==> src/tod_pkg.sv <==
// Shared types and constants for the time-of-day counter.
`default_nettype none

package tod_pkg;

   typedef enum logic [2:0] {
      OP_SET_CHECKED = 3'd0,
      OP_SET_NORM    = 3'd1,
      OP_INC         = 3'd2,
      OP_DEC         = 3'd3,
      OP_ADD         = 3'd4,
      OP_SUB         = 3'd5,
      OP_DIFF        = 3'd6
   } op_type;

   localparam logic [11:0] HOUR_SECONDS   = 12'd3600;
   localparam logic [5:0]  MINUTE_SECONDS = 6'd60;
   localparam logic [4:0]  DAY_HOURS      = 5'd24;
   localparam logic [4:0]  MAX_HOUR       = 5'd23;
   localparam logic [5:0]  MAX_MINUTE     = 6'd59;

   // 86400 = 128 * 675: residue mod 675 of (x >>> 7), low 7 bits kept
   localparam logic [9:0]  DAY_ODD        = 10'd675;
   localparam logic [26:0] DAY_ODD_BIAS   = 27'd33554925;   // 675 * 49711 >= 2^25
   localparam logic [17:0] DAY_ODD_RECIP  = 18'd198842;     // ceil(2^27 / 675)
   localparam logic [12:0] HOUR_RECIP     = 13'd4661;       // ceil(2^24 / 3600)
   localparam logic [10:0] MINUTE_RECIP   = 11'd1093;       // ceil(2^16 / 60)

   typedef struct packed {
      logic [2:0]         op;
      logic signed [15:0] hours_in;
      logic signed [15:0] minutes_in;
      logic signed [15:0] seconds_in;
      logic signed [31:0] amount;
   } req_type;

   typedef struct packed {
      logic [2:0] op;
      logic       bad;
      logic [4:0] set_hours;
      logic [5:0] set_minutes;
      logic [5:0] set_seconds;
   } ctl_type;

   typedef struct packed {
      ctl_type     ctl;
      logic [16:0] total;
   } total_type;

   typedef struct packed {
      ctl_type     ctl;
      logic [16:0] total;
      logic [4:0]  hours;
      logic [5:0]  minutes;
      logic [5:0]  seconds;
   } digits_type;

endpackage

`default_nettype wire

==> src/tod_if.sv <==
// Request and response channel interfaces of the time-of-day counter.
`default_nettype none

interface tod_req_if;
   logic              valid;
   logic              ready;
   logic [2:0]        op;
   logic signed [15:0] hours_in;
   logic signed [15:0] minutes_in;
   logic signed [15:0] seconds_in;
   logic signed [31:0] amount;

   modport source (output valid, op, hours_in, minutes_in, seconds_in, amount,
                   input ready);
   modport sink   (input valid, op, hours_in, minutes_in, seconds_in, amount,
                   output ready);
endinterface

interface tod_rsp_if;
   logic              valid;
   logic              ready;
   logic [4:0]        hours_out;
   logic [5:0]        minutes_out;
   logic [5:0]        seconds_out;
   logic              invalid_set;
   logic signed [17:0] difference;

   modport source (output valid, hours_out, minutes_out, seconds_out, invalid_set,
                   difference, input ready);
   modport sink   (input valid, hours_out, minutes_out, seconds_out, invalid_set,
                   difference, output ready);
endinterface

`default_nettype wire

==> src/tod_reduce.sv <==
// Operand select and reduction modulo one day, two register stages.
`default_nettype none

module tod_reduce import tod_pkg::*; (
   input  wire logic      clock,
   input  wire logic      reset,
   input  wire logic      in_valid,
   output logic           in_ready,
   input  wire req_type   in_data,
   output logic           out_valid,
   input  wire logic      out_ready,
   output total_type      out_data
);

   logic signed [28:0] hx, mx, sx, given;
   logic signed [32:0] xsel;
   logic [26:0]        q_ext, u_in;
   logic [44:0]        prod;
   logic               bad;
   ctl_type            ctl_in;

   logic               a_valid_ff, a_ready;
   ctl_type            a_ctl_ff;
   logic [26:0]        a_u_ff;
   logic [16:0]        a_qe_ff;
   logic [6:0]         a_low_ff;

   logic [26:0]        qe675;
   logic [27:0]        d, r;
   logic               b_valid_ff, b_ready;
   total_type          b_data_ff, b_data_in;

   assign hx    = 29'(in_data.hours_in);
   assign mx    = 29'(in_data.minutes_in);
   assign sx    = 29'(in_data.seconds_in);
   assign given = hx * 29'sd3600 + mx * 29'sd60 + sx;

   always_comb begin
      case (in_data.op)
         OP_SET_NORM, OP_DIFF: xsel = 33'(given);
         OP_INC:               xsel = 33'sd1;
         OP_DEC:               xsel = -33'sd1;
         OP_ADD:               xsel = 33'(in_data.amount);
         OP_SUB:               xsel = -33'(in_data.amount);
         default:              xsel = 33'sd0;
      endcase
   end

   assign q_ext = {xsel[32], xsel[32:7]};
   assign u_in  = q_ext + DAY_ODD_BIAS;
   assign prod  = 45'(u_in) * 45'(DAY_ODD_RECIP);

   assign bad = (in_data.hours_in < 16'sd0) || (in_data.hours_in > 16'sd23) ||
                (in_data.minutes_in < 16'sd0) || (in_data.minutes_in > 16'sd59) ||
                (in_data.seconds_in < 16'sd0) || (in_data.seconds_in > 16'sd59);

   always_comb begin
      ctl_in.op          = in_data.op;
      ctl_in.bad         = bad;
      ctl_in.set_hours   = in_data.hours_in[4:0];
      ctl_in.set_minutes = in_data.minutes_in[5:0];
      ctl_in.set_seconds = in_data.seconds_in[5:0];
   end

   assign a_ready  = !a_valid_ff || b_ready;
   assign in_ready = a_ready;

   always_ff @(posedge clock) begin
      if (reset) begin
         a_valid_ff <= 1'b0;
      end else if (a_ready) begin
         a_valid_ff <= in_valid;
      end
      if (a_ready && in_valid) begin
         a_ctl_ff <= ctl_in;
         a_u_ff   <= u_in;
         a_qe_ff  <= prod[43:27];
         a_low_ff <= xsel[6:0];
      end
   end

   // quotient estimate may be one high: fold back once
   assign qe675 = 27'(a_qe_ff) * 27'(DAY_ODD);
   assign d     = {1'b0, a_u_ff} - {1'b0, qe675};
   assign r     = d[27] ? d + 28'(DAY_ODD) : d;

   always_comb begin
      b_data_in.ctl   = a_ctl_ff;
      b_data_in.total = {r[9:0], a_low_ff};
   end

   assign b_ready = !b_valid_ff || out_ready;

   always_ff @(posedge clock) begin
      if (reset) begin
         b_valid_ff <= 1'b0;
      end else if (b_ready) begin
         b_valid_ff <= a_valid_ff;
      end
      if (b_ready && a_valid_ff) begin
         b_data_ff <= b_data_in;
      end
   end

   assign out_valid = b_valid_ff;
   assign out_data  = b_data_ff;

endmodule

`default_nettype wire

==> src/tod_split.sv <==
// Splits a second-of-day count into hours, minutes and seconds, two stages.
`default_nettype none

module tod_split import tod_pkg::*; (
   input  wire logic       clock,
   input  wire logic       reset,
   input  wire logic       in_valid,
   output logic            in_ready,
   input  wire total_type  in_data,
   output logic            out_valid,
   input  wire logic       out_ready,
   output digits_type      out_data
);

   logic [29:0] h_prod;
   logic [4:0]  h_est, h_val;
   logic [16:0] h_est_sec, h_sec;
   logic [16:0] rem_full;

   logic        c_valid_ff, c_ready;
   total_type   c_data_ff;
   logic [4:0]  c_hours_ff;
   logic [11:0] c_rem_ff;

   logic [22:0] m_prod;
   logic [5:0]  m_est, m_val;
   logic [11:0] m_est_sec, m_sec, s_full;

   logic        d_valid_ff, d_ready;
   digits_type  d_data_ff, d_data_in;

   assign h_prod    = 30'(in_data.total) * 30'(HOUR_RECIP);
   assign h_est     = h_prod[28:24];
   assign h_est_sec = 17'(h_est) * 17'(HOUR_SECONDS);
   assign h_val     = (h_est_sec > in_data.total) ? h_est - 5'd1 : h_est;
   assign h_sec     = 17'(h_val) * 17'(HOUR_SECONDS);
   assign rem_full  = in_data.total - h_sec;

   assign c_ready  = !c_valid_ff || d_ready;
   assign in_ready = c_ready;

   always_ff @(posedge clock) begin
      if (reset) begin
         c_valid_ff <= 1'b0;
      end else if (c_ready) begin
         c_valid_ff <= in_valid;
      end
      if (c_ready && in_valid) begin
         c_data_ff  <= in_data;
         c_hours_ff <= h_val;
         c_rem_ff   <= rem_full[11:0];
      end
   end

   assign m_prod    = 23'(c_rem_ff) * 23'(MINUTE_RECIP);
   assign m_est     = m_prod[21:16];
   assign m_est_sec = 12'(m_est) * 12'(MINUTE_SECONDS);
   assign m_val     = (m_est_sec > c_rem_ff) ? m_est - 6'd1 : m_est;
   assign m_sec     = 12'(m_val) * 12'(MINUTE_SECONDS);
   assign s_full    = c_rem_ff - m_sec;

   always_comb begin
      d_data_in.ctl     = c_data_ff.ctl;
      d_data_in.total   = c_data_ff.total;
      d_data_in.hours   = c_hours_ff;
      d_data_in.minutes = m_val;
      d_data_in.seconds = s_full[5:0];
   end

   assign d_ready = !d_valid_ff || out_ready;

   always_ff @(posedge clock) begin
      if (reset) begin
         d_valid_ff <= 1'b0;
      end else if (d_ready) begin
         d_valid_ff <= c_valid_ff;
      end
      if (d_ready && c_valid_ff) begin
         d_data_ff <= d_data_in;
      end
   end

   assign out_valid = d_valid_ff;
   assign out_data  = d_data_ff;

endmodule

`default_nettype wire

==> src/tod_core.sv <==
// Time-of-day state, per-op update and the response register.
`default_nettype none

module tod_core import tod_pkg::*; (
   input  wire logic        clock,
   input  wire logic        reset,
   input  wire logic        in_valid,
   output logic             in_ready,
   input  wire digits_type  in_data,
   output logic             out_valid,
   input  wire logic        out_ready,
   output logic [4:0]       out_hours,
   output logic [5:0]       out_minutes,
   output logic [5:0]       out_seconds,
   output logic             out_invalid,
   output logic [17:0]      out_difference
);

   logic [4:0]  hour_ff, hour_in;
   logic [5:0]  minute_ff, minute_in;
   logic [5:0]  second_ff, second_in;

   logic        rsp_valid_ff;
   logic        invalid_ff, invalid_in;
   logic [17:0] diff_ff, diff_in;

   logic        fire;
   logic [6:0]  sum_s, sum_m;
   logic [5:0]  sum_h;
   logic        carry_s, carry_m;
   logic [5:0]  add_s, add_m;
   logic [4:0]  add_h;
   logic [16:0] cur_total;

   assign sum_s   = 7'(second_ff) + 7'(in_data.seconds);
   assign carry_s = sum_s >= 7'(MINUTE_SECONDS);
   assign add_s   = carry_s ? 6'(sum_s - 7'(MINUTE_SECONDS)) : sum_s[5:0];

   assign sum_m   = 7'(minute_ff) + 7'(in_data.minutes) + 7'(carry_s);
   assign carry_m = sum_m >= 7'(MINUTE_SECONDS);
   assign add_m   = carry_m ? 6'(sum_m - 7'(MINUTE_SECONDS)) : sum_m[5:0];

   assign sum_h   = 6'(hour_ff) + 6'(in_data.hours) + 6'(carry_m);
   assign add_h   = (sum_h >= 6'(DAY_HOURS)) ? 5'(sum_h - 6'(DAY_HOURS)) : sum_h[4:0];

   assign cur_total = 17'(hour_ff) * 17'(HOUR_SECONDS) + 17'(minute_ff) * 17'(MINUTE_SECONDS)
                      + 17'(second_ff);

   always_comb begin
      hour_in    = hour_ff;
      minute_in  = minute_ff;
      second_in  = second_ff;
      invalid_in = 1'b0;
      diff_in    = '0;
      case (in_data.ctl.op)
         OP_SET_CHECKED: begin
            if (in_data.ctl.bad) begin
               invalid_in = 1'b1;
            end else begin
               hour_in   = in_data.ctl.set_hours;
               minute_in = in_data.ctl.set_minutes;
               second_in = in_data.ctl.set_seconds;
            end
         end
         OP_SET_NORM: begin
            hour_in   = in_data.hours;
            minute_in = in_data.minutes;
            second_in = in_data.seconds;
         end
         OP_INC, OP_DEC, OP_ADD, OP_SUB: begin
            hour_in   = add_h;
            minute_in = add_m;
            second_in = add_s;
         end
         OP_DIFF: begin
            diff_in = 18'(cur_total) - 18'(in_data.total);
         end
         default: begin
         end
      endcase
   end

   assign in_ready = !rsp_valid_ff || out_ready;
   assign fire     = in_ready && in_valid;

   always_ff @(posedge clock) begin
      if (reset) begin
         rsp_valid_ff <= 1'b0;
         hour_ff      <= '0;
         minute_ff    <= '0;
         second_ff    <= '0;
      end else begin
         if (in_ready) begin
            rsp_valid_ff <= in_valid;
         end
         if (fire) begin
            hour_ff   <= hour_in;
            minute_ff <= minute_in;
            second_ff <= second_in;
         end
      end
      if (fire) begin
         invalid_ff <= invalid_in;
         diff_ff    <= diff_in;
      end
   end

   assign out_valid      = rsp_valid_ff;
   assign out_hours      = hour_ff;
   assign out_minutes    = minute_ff;
   assign out_seconds    = second_ff;
   assign out_invalid    = invalid_ff;
   assign out_difference = diff_ff;

endmodule

`default_nettype wire

==> src/time_of_day_clock_top.sv <==
// Time-of-day counter. Throughput is one beat per cycle while the response side
// does not stall; the only loop is the hours/minutes/seconds update in the last
// stage, which closes through the state registers.
// Stages: request register, day reduction (2), digit split (2), state/response.
// Reset (synchronous) sets the time to 00:00:00 and empties every stage.
`default_nettype none

module time_of_day_clock_top import tod_pkg::*; (
   input  wire logic   clock,
   input  wire logic   reset,
   tod_req_if.sink     req_bus,
   tod_rsp_if.source   rsp_bus
);

   logic       req_valid_ff;
   req_type    req_data_ff, req_data_in;
   logic       req_ready;

   logic       red_ready;
   logic       red_valid, split_ready;
   total_type  red_data;
   logic       split_valid, core_ready;
   digits_type split_data;

   always_comb begin
      req_data_in.op         = req_bus.op;
      req_data_in.hours_in   = req_bus.hours_in;
      req_data_in.minutes_in = req_bus.minutes_in;
      req_data_in.seconds_in = req_bus.seconds_in;
      req_data_in.amount     = req_bus.amount;
   end

   assign req_ready     = !req_valid_ff || red_ready;
   assign req_bus.ready = req_ready;

   always_ff @(posedge clock) begin
      if (reset) begin
         req_valid_ff <= 1'b0;
      end else if (req_ready) begin
         req_valid_ff <= req_bus.valid;
      end
      if (req_ready && req_bus.valid) begin
         req_data_ff <= req_data_in;
      end
   end

   tod_reduce u_reduce (
      .clock     (clock),
      .reset     (reset),
      .in_valid  (req_valid_ff),
      .in_ready  (red_ready),
      .in_data   (req_data_ff),
      .out_valid (red_valid),
      .out_ready (split_ready),
      .out_data  (red_data)
   );

   tod_split u_split (
      .clock     (clock),
      .reset     (reset),
      .in_valid  (red_valid),
      .in_ready  (split_ready),
      .in_data   (red_data),
      .out_valid (split_valid),
      .out_ready (core_ready),
      .out_data  (split_data)
   );

   tod_core u_core (
      .clock          (clock),
      .reset          (reset),
      .in_valid       (split_valid),
      .in_ready       (core_ready),
      .in_data        (split_data),
      .out_valid      (rsp_bus.valid),
      .out_ready      (rsp_bus.ready),
      .out_hours      (rsp_bus.hours_out),
      .out_minutes    (rsp_bus.minutes_out),
      .out_seconds    (rsp_bus.seconds_out),
      .out_invalid    (rsp_bus.invalid_set),
      .out_difference (rsp_bus.difference)
   );

endmodule

`default_nettype wire

==> src/flat_wrapper.sv <==
// flat-port wrapper written by rule: the top's interface ports become plain ports
module time_of_day_clock_top_flat import tod_pkg::*;
  (clock, reset, req_bus_valid, req_bus_op, req_bus_hours_in, req_bus_minutes_in, req_bus_seconds_in, req_bus_amount, req_bus_ready, rsp_bus_valid, rsp_bus_hours_out, rsp_bus_minutes_out, rsp_bus_seconds_out, rsp_bus_invalid_set, rsp_bus_difference, rsp_bus_ready);
  tod_req_if req_bus_i ();
  tod_rsp_if rsp_bus_i ();
  input  wire logic clock;
  input  wire logic reset;
  input wire logic [$bits(req_bus_i.valid)-1:0] req_bus_valid;
  input wire logic [$bits(req_bus_i.op)-1:0] req_bus_op;
  input wire logic [$bits(req_bus_i.hours_in)-1:0] req_bus_hours_in;
  input wire logic [$bits(req_bus_i.minutes_in)-1:0] req_bus_minutes_in;
  input wire logic [$bits(req_bus_i.seconds_in)-1:0] req_bus_seconds_in;
  input wire logic [$bits(req_bus_i.amount)-1:0] req_bus_amount;
  output wire logic [$bits(req_bus_i.ready)-1:0] req_bus_ready;
  output wire logic [$bits(rsp_bus_i.valid)-1:0] rsp_bus_valid;
  output wire logic [$bits(rsp_bus_i.hours_out)-1:0] rsp_bus_hours_out;
  output wire logic [$bits(rsp_bus_i.minutes_out)-1:0] rsp_bus_minutes_out;
  output wire logic [$bits(rsp_bus_i.seconds_out)-1:0] rsp_bus_seconds_out;
  output wire logic [$bits(rsp_bus_i.invalid_set)-1:0] rsp_bus_invalid_set;
  output wire logic [$bits(rsp_bus_i.difference)-1:0] rsp_bus_difference;
  input wire logic [$bits(rsp_bus_i.ready)-1:0] rsp_bus_ready;
  assign req_bus_i.valid = req_bus_valid;
  assign req_bus_i.op = req_bus_op;
  assign req_bus_i.hours_in = req_bus_hours_in;
  assign req_bus_i.minutes_in = req_bus_minutes_in;
  assign req_bus_i.seconds_in = req_bus_seconds_in;
  assign req_bus_i.amount = req_bus_amount;
  assign req_bus_ready = req_bus_i.ready;
  assign rsp_bus_valid = rsp_bus_i.valid;
  assign rsp_bus_hours_out = rsp_bus_i.hours_out;
  assign rsp_bus_minutes_out = rsp_bus_i.minutes_out;
  assign rsp_bus_seconds_out = rsp_bus_i.seconds_out;
  assign rsp_bus_invalid_set = rsp_bus_i.invalid_set;
  assign rsp_bus_difference = rsp_bus_i.difference;
  assign rsp_bus_i.ready = rsp_bus_ready;
  time_of_day_clock_top u_core (.clock(clock), .reset(reset), .req_bus(req_bus_i), .rsp_bus(rsp_bus_i));
endmodule
==> config.mk <==
export PLATFORM = sky130hd
export DESIGN_NAME = time_of_day_clock_top_flat
export DESIGN_NICKNAME = d
export VERILOG_FILES = /design/src/tod_pkg.sv /design/src/tod_if.sv /design/src/tod_reduce.sv /design/src/tod_split.sv /design/src/tod_core.sv /design/src/time_of_day_clock_top.sv /design/src/flat_wrapper.sv
export SDC_FILE = /design/constraint.sdc
export NUM_CORES = 2
export LEC_CHECK = 0
export BUFFER_PORTS_ARGS = -buffer_cell sky130_fd_sc_hd__clkbuf_2
export CAP_MARGIN = 20
export CORE_MARGIN = 2
export CORE_UTILIZATION = 25
export DETAILED_ROUTE_END_ITERATION = 10
export GPL_TIMING_DRIVEN = 0
export MAX_ROUTING_LAYER = met4
export PLACE_DENSITY = 0.49
export RECOVER_POWER = 25
export SETUP_SLACK_MARGIN = 0.5
export SYNTH_ARGS = -nofsm -noshare
export SYNTH_HDL_FRONTEND = slang
export SYNTH_SLANG_ARGS = --single-unit
export TNS_END_PERCENT = 20
==> constraint.sdc <==
create_clock -name clock -period 18 [get_ports clock]
set_clock_uncertainty 0.05 [all_clocks]
set_input_delay 0.9 -clock clock [delete_from_list [all_inputs] [get_ports clock]]
set_output_delay 0.9 -clock clock [all_outputs]
set_load 0.02 [all_outputs]
==> out/metrics.cfg <==
[critical_path]
cp.arrival_ns = 14.98
endpoint_kind = register
cp_slowest_stage_delay_ns = 0.86
cp-start-kind = register
slowest_stage = xor2_1
required_ns = 18.31
path_max_fanout = 7
crit_type = register to register
path_common_cell = ha_1

[synthesis]
synth_compound_area_share_pct = 10.05
synth_cell_types = 94
synth_area_mm2 = 0.03906
yosys.area_share.adder_pct = 43.37
yosysWarnings = 0
synth_simple_gate_area_share_pct = 6.880
synthCells = 3735
synth_ff_type = edfxtp_1
yosysSeqAreaShare_pct = 25.47
avgSynthCellArea_um2 = 10.46
ys_seq_elements = 339
synth_top_family_by_area = adder cells
synth-edff-count = 316
synthArstFlopShare_pct = 0
synth_xor_area_share_pct = 4.980
synth.area.mux_share_pct = 0.7335

[clocking]
cts_hold_buf = 0
clockBufferDepth = 3
ctsResizeCount = 0
cts_tree = done
clkLatencyLatePin_ns = 0.63
clk_pin_slew_ns = 0.06
cts_root_buffer = clkbuf_16
postCtsSetupBuffers = 0
cts_buffers = 43
cts.htree.levels = 2
cts_sinks = 339

[sta]
slew_headroom_pct = 24.88
fin_setup_tns_ns = 0
rsz0062_at_grt = no
worst_slew_pin_slew_ns = 1.127
final.period_utilization_pct = 81.47
fmax_mhz = 68.19
worst_slack_ns = 3.336
finalSetupViolCount = 0
period_needed_ns = 14.66
final_max_slew_viol_count = 0
hold_viol = 0

[drt]
drcViolationCount = 0
drtAntennaViolNets = 0
viasPerCell = 4.341
dr_total_vias = 26150
dr.first_iter.drc_count = 1235
routed_wl_um = 95220
first_pass_iters = 5
wl_per_cell_um = 15.81

[placed_design]
dp_hpwl_um = 79580
dp_slack_ns = 3.270
io_buffers = 124
gp_congestion = 0.8763

[grt]
grt_pass1_wl_um = 152000
overflow = 0
antenna_found_initial = 6
first_global_vias = 27040
grt_max_degree = 44
grtUsageTotal_pct = 12.64

[floorplanning]
start_util_pct = 25.10
core_area_mm2 = 0.1557
rows = 145
die_h_um = 399.3
die_area_mm2 = 0.1594
ios = 125
die_w_um = 399.3

[final_layout]
final_nets = 5161
drive_gt1_share_pct = 5.776
area_growth_pct = 12.94

[outcome]
status = completed

[flow_run]
drv_cap = 0

[hold_path]
holdCritPathClass = register to register

-- logic make-up (layout without fill, tap and decap cells) --
logic type	count (synthesis)	count (layout)
compound gates	590	590
xor+xnor	219	219
fa+ha+maj	1144	1144
buf+inv	882	1106
flops	339	339
mux	28	28
other cells	2	9
simple gates	531	531
-- cells in the final DEF, fill, tap and decap left out, types with 9 or more instances in the layout --
cell       instances
o211ai_1          12
o31ai_1           14
a21boi_0          11
mux2i_1           23
xnor2_1          134
a32oi_1            9
nand2_1          117
clkbuf_1          76
nand3_1           33
clkbuf_2          89
nor4_1            14
a21o_1            73
nor3_1            57
a211oi_1          31
edfxtp_1         316
dfxtp_1           23
clkbuf_16         43
nor2_1           128
inv_1            838
a21oi_1          157
nor2b_1           41
nand4_1           18
o22ai_1           11
o21bai_1          32
xor2_1            80
o21a_1            19
a31oi_1           14
nand2b_1          39
and3_1            26
fa_1             350
ha_1             794
o21ai_0          106
-- synthesized netlist by cell type (18+ instances only) --
| cell type | count | share of area [%] |
|---|---|---|
| ha_1 | 794 | 25 |
| nor3_1 | 57 | 0.73 |
| inv_1 | 838 | 8.1 |
| nand2_1 | 117 | 1.1 |
| edfxtp_1 | 316 | 24 |
| nand4_1 | 18 | 0.29 |
| a21oi_1 | 157 | 2.0 |
| o21a_1 | 19 | 0.37 |
| nand3_1 | 33 | 0.42 |
| and3_1 | 26 | 0.42 |
| xnor2_1 | 137 | 3.1 |
| nor2b_1 | 44 | 0.70 |
| fa_1 | 350 | 18 |
| a21o_1 | 73 | 1.4 |
| o21bai_1 | 32 | 0.61 |
| nor2_1 | 128 | 1.2 |
| xor2_1 | 80 | 1.8 |
| clkbuf_1 | 34 | 0.33 |
| dfxtp_1 | 23 | 1.2 |
| nand2b_1 | 39 | 0.62 |
| mux2i_1 | 23 | 0.59 |
| a211oi_1 | 31 | 0.60 |
| o21ai_0 | 106 | 1.4 |
-- worst max-delay path, delay by kind of cell, from the launching register on --
kind | cells | cell delay, ns
fa+ha+maj | 13 | 5.02
compound gates | 25 | 5.50
simple gates | 6 | 1.15
flops | 1 | 0.59
xor+xnor | 4 | 1.42
buf+inv | 7 | 0.63
-- final timing paths --
path                                                            start  slack [ns]                                     to  depth (start not counted)
worst max-delay path                 u_core.req_data_ff[48]$_DFFE_PP_        3.34  u_core.u_reduce.a_qe_ff[16]$_DFFE_PP_                         55
worst min-delay path            u_core.u_reduce.a_low_ff[3]$_DFFE_PP_        0.36  u_core.u_reduce.out_data[3]$_DFFE_PP_                          0
worst max register to register       u_core.req_data_ff[48]$_DFFE_PP_        3.34  u_core.u_reduce.a_qe_ff[16]$_DFFE_PP_                         55
worst min register to register  u_core.u_reduce.a_low_ff[3]$_DFFE_PP_        0.36  u_core.u_reduce.out_data[3]$_DFFE_PP_                          0
-- per-layer routing --
metal,vias up,wire (um),GRT usage [%]
li1,12970,-,-
met1,12650,45310,16.57
met2,414,43480,20.27
met3,117,4514,2.232
met4,0,1918,2.880
met5,-,0,-
-- metrics by stage --
step / area, um^2 / util, % / hold slack [ns] / instances
4_1_cts: 44150 / 28.36 / 0.3293 / 6022
6_report: 44120 / 28.34 / 0.3600 / 6024
3_3_place_gp: 42280 / 27.16 / 0.3504 / 5923
5_1_grt: 44120 / 28.34 / 0.3486 / 6024
2_1_floorplan: 39090 / - / 0.3503 / 3741
3_5_place_dp: 42630 / 27.38 / 0.3545 / 5942
-- registers in the layout, summed over array words and instances, names as in the netlist --
signal,flops
u_core.req_data_ff,83
u_core.req_valid_ff,1
u_core.u_core.out_difference,18
u_core.u_core.out_hours,5
u_core.u_core.out_invalid,1
u_core.u_core.out_minutes,6
u_core.u_core.out_seconds,6
u_core.u_core.out_valid,1
u_core.u_reduce.a_ctl_ff,21
u_core.u_reduce.a_low_ff,7
u_core.u_reduce.a_qe_ff,17
u_core.u_reduce.a_u_ff,27
u_core.u_reduce.a_valid_ff,1
u_core.u_reduce.out_data,38
u_core.u_reduce.out_valid,1
u_core.u_split.c_data_ff,38
u_core.u_split.c_hours_ff,5
u_core.u_split.c_rem_ff,8
u_core.u_split.c_valid_ff,1
u_core.u_split.out_data,53
u_core.u_split.out_valid,1
-- cell type report --
class	instances	area, um^2
clock buffer	50	1102
buffer	44	173.9
antenna	1	2.502
clock inverter	30	419.2
multi-input combinational	2520	25890
fill	16420	111500
timing repair buffer	144	864.6
tap	2058	2575
inverter	838	3146
sequential	339	9950
Power is left out: the tool's default activity adds up to more than one toggle a clock period on the data nets, which glitch-free logic cannot reach.
